### src/sv/lkt_pkg.sv
// Package: shared types, action codes and control structs for the LRU keyed table.
package lkt_pkg;

    // Fixed field widths of the item ports.
    localparam int KEY_W   = 64;
    localparam int DATA_W  = 32;

    typedef logic [KEY_W-1:0]  t_key;
    typedef logic [DATA_W-1:0] t_data;

    // Action codes of an input item.
    typedef enum logic [1:0] {
        ACT_INSERT = 2'd0,
        ACT_LOOKUP = 2'd1,
        ACT_REMOVE = 2'd2,
        ACT_NONE   = 2'd3
    } t_action;

    // Controller states.
    typedef enum logic [2:0] {
        ST_CLEAR,
        ST_IDLE,
        ST_SCAN,
        ST_SCAN_DRAIN,
        ST_DECIDE,
        ST_UPDATE,
        ST_UPD_DRAIN
    } t_state;

    // Commands from the controller to the datapath.
    typedef struct packed {
        logic clear_wr;  // write one metadata entry to invalid and step
        logic load;      // capture the accepted item and restart the sweep
        logic scan_rd;   // read one entry for the key search and step
        logic decide;    // apply the search outcome and restart the sweep
        logic upd_rd;    // read one entry for the recency update and step
    } t_cmd;

    // Status from the datapath to the controller.
    typedef struct packed {
        logic idx_last;     // sweep counter is at the last slot
        logic need_update;  // the current item changes recency or validity
        logic is_lookup;    // the current item produces a result
        logic out_busy;     // the result register holds an item not yet taken
    } t_stat;

endpackage

### src/sv/lkt_ctrl.sv
// Controller: state machine that sequences the search and update sweeps.
module lkt_ctrl (
    input  logic          i_clk,
    input  logic          i_rst_n,
    input  logic          i_in_valid,
    output logic          o_in_ready,
    input  lkt_pkg::t_stat i_stat,
    output lkt_pkg::t_cmd  o_cmd
);

    lkt_pkg::t_state r_state;
    lkt_pkg::t_state n_state;

    // State register; reset starts the metadata clearing pass.
    always_ff @(posedge i_clk) begin
        if (!i_rst_n) begin
            r_state <= lkt_pkg::ST_CLEAR;
        end else begin
            r_state <= n_state;
        end
    end

    // Next state and commands.
    always_comb begin
        n_state    = r_state;
        o_cmd      = '0;
        o_in_ready = 1'b0;
        case (r_state)
            lkt_pkg::ST_CLEAR: begin
                o_cmd.clear_wr = 1'b1;
                if (i_stat.idx_last) begin
                    n_state = lkt_pkg::ST_IDLE;
                end
            end
            lkt_pkg::ST_IDLE: begin
                o_in_ready = 1'b1;
                if (i_in_valid) begin
                    o_cmd.load = 1'b1;
                    n_state    = lkt_pkg::ST_SCAN;
                end
            end
            lkt_pkg::ST_SCAN: begin
                o_cmd.scan_rd = 1'b1;
                if (i_stat.idx_last) begin
                    n_state = lkt_pkg::ST_SCAN_DRAIN;
                end
            end
            lkt_pkg::ST_SCAN_DRAIN: begin
                n_state = lkt_pkg::ST_DECIDE;
            end
            lkt_pkg::ST_DECIDE: begin
                // A lookup waits here until the result register is free.
                if (!(i_stat.is_lookup && i_stat.out_busy)) begin
                    o_cmd.decide = 1'b1;
                    n_state = i_stat.need_update ? lkt_pkg::ST_UPDATE : lkt_pkg::ST_IDLE;
                end
            end
            lkt_pkg::ST_UPDATE: begin
                o_cmd.upd_rd = 1'b1;
                if (i_stat.idx_last) begin
                    n_state = lkt_pkg::ST_UPD_DRAIN;
                end
            end
            lkt_pkg::ST_UPD_DRAIN: begin
                n_state = lkt_pkg::ST_IDLE;
            end
            default: begin
                n_state = lkt_pkg::ST_IDLE;
            end
        endcase
    end

endmodule

### config.mk
export PLATFORM = sky130hd
export DESIGN_NAME = lkt_ctrl
export DESIGN_NICKNAME = d
export VERILOG_FILES = /design/src/sv/lkt_pkg.sv /design/src/sv/lkt_ctrl.sv
export SDC_FILE = /design/constraint.sdc
export NUM_CORES = 1
export LEC_CHECK = 0
export BUFFER_PORTS_ARGS = -buffer_cell sky130_fd_sc_hd__buf_2
export CELL_PAD_IN_SITES_DETAIL_PLACEMENT = 1
export CELL_PAD_IN_SITES_GLOBAL_PLACEMENT = 1
export CORE_AREA = 2 2 39 41
export DETAILED_ROUTE_END_ITERATION = 10
export DIE_AREA = 0 0 41 43
export MAX_ROUTING_LAYER = met4
export PLACE_DENSITY_LB_ADDON = 0.1
export SYNTH_ARGS = -nofsm -noshare
export SYNTH_HDL_FRONTEND = slang
export SYNTH_SLANG_ARGS = --single-unit
### constraint.sdc
create_clock -name i_clk -period 2.45 [get_ports i_clk]
set_input_delay 0.245 -clock i_clk [delete_from_list [all_inputs] [get_ports i_clk]]
set_output_delay 0.245 -clock i_clk [all_outputs]
set_load 0.01 [all_outputs]
## Word level (Yosys, flattened, before mapping)

Index checks and enable logic that the tools add are counted.

| word-level totals | value |
|---|---|
| register bits after elaboration | 3 |
| input port bits | 7 |
| output and inout bits | 6 |
| word-level logic and storage cells | 29 |

| operators by class | value |
|---|---|
| eq/ne operators | 10 |
| multiplexer cells | 15 |
| reduce and logical (&&, ||, !) cells | 3 |

Operators with widths:

| operator | count |
|---|---|
| 3-bit 2-to-1 mux | 6 |
| 3-bit case mux with 6 select lines | 1 |
| 2-bit != test (second input constant) | 5 |
| 1-bit 2-to-1 mux | 8 |
| 3-bit by 2-bit == test with 1-bit output (second input constant) | 2 |
| 3-bit == test (second input constant) | 2 |
| 5-bit AND reduction | 1 |
| 3-bit by 1-bit == test with 1-bit output (second input constant) | 1 |
| 3-bit zero test | 1 |
| 1-bit logical AND | 1 |

## Longest topological paths before layout

| logic depth | value |
|---|---|
| depth in word-level cells | 3 |
| mapped depth | 4 |
| mapped depth without buffers | 3 |

## Worst setup path after synthesis

No wires, ideal clock.

| timing path | value |
|---|---|
| path type | register to output |
| start point | register r_state[0] |
| end point | output o_cmd[1] (netlist bit) |
| data arrival time | 1.086 ns |
| data required time | 2.205 ns |
| path slack | 1.119 ns |
| stages on the path, launching flop included | 3 |
| path buffers | 1 |
| cell sequence | dfxtp_1 > buf_4 > a2111oi_0 |

RTL lines:

| what | line | source |
|---|---|---|
| start: declaration | lkt_ctrl.sv:11 | `lkt_pkg::t_state r_state;` |
| start signal: assignment | lkt_ctrl.sv:17 | `r_state <= lkt_pkg::ST_CLEAR;` |
| start signal: assignment | lkt_ctrl.sv:19 | `r_state <= n_state;` |
| end: declaration | lkt_ctrl.sv:8 | `output lkt_pkg::t_cmd o_cmd` |

==> metrics.cfg <==
[clock_network]
cts_tree=yes
cts_made_buffers=3
cts_hold_repair.buffers=0
cts.sinks=3
ctsLongestPathBuffers=2
h-tree-depth=1
clkTransAtPathRegs_ps=40
clkLatencyLatePin_ps=230
cts_root_buf=clkbuf_4
cts_resized=0
post-cts-setup-buffers=0

[die]
die_area_sq_um=1760
pin_count=13
fp.dieH_um=43
core_region_area_sq_um=1380
initial_core_util_pct=16.6
rows=14
fp.dieW_um=41

[global_route]
antenna_found_initial=0
grt_use_met1_pct=10.5
grt_overflow=0
use_met2_pct=10.6
grt_start_max_net_pins=10
grt_pass1_wl_um=972
grt_pass1_vias=248
grt_use_total_pct=8.42
grt_util_met3_pct=4.71
grt-busiest-layer=met2

[route]
via_per_inst=4.45
dr.pass1.iters=1
post_drt_wl_per_cell_um=10.8
routed_wl_um=602
via_count=249
drt_iter0_drc=0
ant_nets=0
route.detailed.drc=0

[final_layout]
drive_gt1_share_pct=47.5
top_register=r_state
final_common_cell=buf_2
fin_cells=56
largest_reg_flops=3
layout_common_cells=buf_2 (12), nor2_1 (3), clkbuf_4 (3), dfxtp_1 (3)
fill_cells=175
final_nets=48
reg_top3=r_state x3
area_growth_pct=38.0
n_antenna_cell=0

[timing]
slew_headroom_pct=75.2
setup_tns_ps=0
final.period_utilization_pct=65.5
skew_ps=0.151
rsz0062_at_grt=no
setup-violations-final=0
final-hold-violation-count=0
slew_violations=0
fin_crit_ps=1610
tightest_slew_ps=371
clock.fmax_ghz=0.623

[logic_synthesis]
synth_nets=33
yosysUniqueCellTypes=20
netlist_instances=26
avgSynthCellArea_sq_um=8.85
seq_area_frac_synth_pct=26.1
synth_seq_cells=3
yosysWarnings=0
netlist_area_sq_um=230

[pwr]
p_sw_share_pct=26.3
pwr-share-comb_pct=18.0
internal_power_mw=0.129
power.switching_mw=0.0459
power_mw=0.175
clock_power_share_pct=48.4
power.share.sequential_pct=33.6
powerDensity_nw_per_um2=550
vdd_drop_max_mv=0.160
cellLeakagePower_nw=0.134

[place]
dp_cells=52
place.gp.congestion=0.690
port_buffers=12

[worst_setup_path]
critPathRequiredTime_ps=2200
cp-start-kind=register
arrival_ps=1360
path_max_fanout=9
r2r_cells=3
crit_type=reg2out
cp-end-kind=primary output

[job]
maxCapViolations=0

[min_path]
hold_class=in2reg
hold_depth=2

[status]
status=finished, final reports clean

## metrics by stage
step                      setup WS [ps]  cell area (sq um)  utilization (%)  hold slack (ps)
final                               844                318             23.0              273
after global routing                684                318             23.0              279
after CTS                           782                318             23.0              271
after detailed placement           1040                292             21.1              514
after global placement             1120                292             21.1              527
after floorplan                    1120                230                -              362
## kinds of logic (layout without fill, tap and decap cells)
logic type / Yosys count / count (layout) / share of synthesized area [%]
flops: 3 / 3 / 26.1
mux: 1 / 1 / 4.35
compound gates: 8 / 8 / 28.8
buf+inv: 4 / 18 / 11.4
simple gates: 10 / 10 / 29.4
## synth_stat cells
cell	instances	area (sq um)
mux2i_1	1	10.0
o211ai_2	1	12.5
nand3_2	1	10.0
buf_6	1	11.3
o221a_1	1	11.3
nand2b_2	1	8.76
and2_1	1	6.26
nor2_1	3	11.3
nor3b_2	1	12.5
nand3b_1	1	7.51
inv_1	2	7.51
nand4_1	1	6.26
o21a_1	2	15.0
a211oi_1	1	7.51
dfxtp_1	3	60.1
nor3_1	1	5.00
buf_4	1	7.51
o21ai_0	1	5.00
o22ai_1	1	6.26
a2111oi_0	1	8.76
## final timing paths
path	start	to	slack [ps]
setup / recovery	r_state[2]	o_cmd[1]	840
hold / removal	i_rst_n	r_state[1]	270
setup reg to reg	r_state[2]	r_state[0]	1290
hold reg to reg	r_state[1]	r_state[2]	580
## layer usage
metal  vias up  wire (um)
met5         -          0
met4         0          0
met3         0         57
met2        12        259
met1       110        285
li1        127          -
## final cells by class
class | instances | area [sq um] | share of cell area [%]
Inverter | 2 | 7.51 | 2.36
Timing Repair Buffer | 12 | 60.1 | 18.9
Tap cell | 16 | 20.0 | 6.30
Multi-Input combinational cell | 19 | 144 | 45.3
Clock buffer | 4 | 26.3 | 8.27
Sequential cell | 3 | 60.1 | 18.9
## worst max-delay path, cell delays in order (launching register included)
cell       delay (ps)
dfxtp_1           530
inv_1             120
a2111oi_0         280
buf_2             200
## power groups by stage
stage	sequential [mW]	combinational [mW]	clock (mW)
global route	0.0595	0.0349	0.0937
CTS	0.0590	0.0322	0.0894
floorplan	0.0541	0.0231	0
finish	0.0588	0.0315	0.0846
global placement	0.0596	0.0322	0
detailed placement	0.0597	0.0320	0
Note: power is estimated with default switching activity, not from simulation.
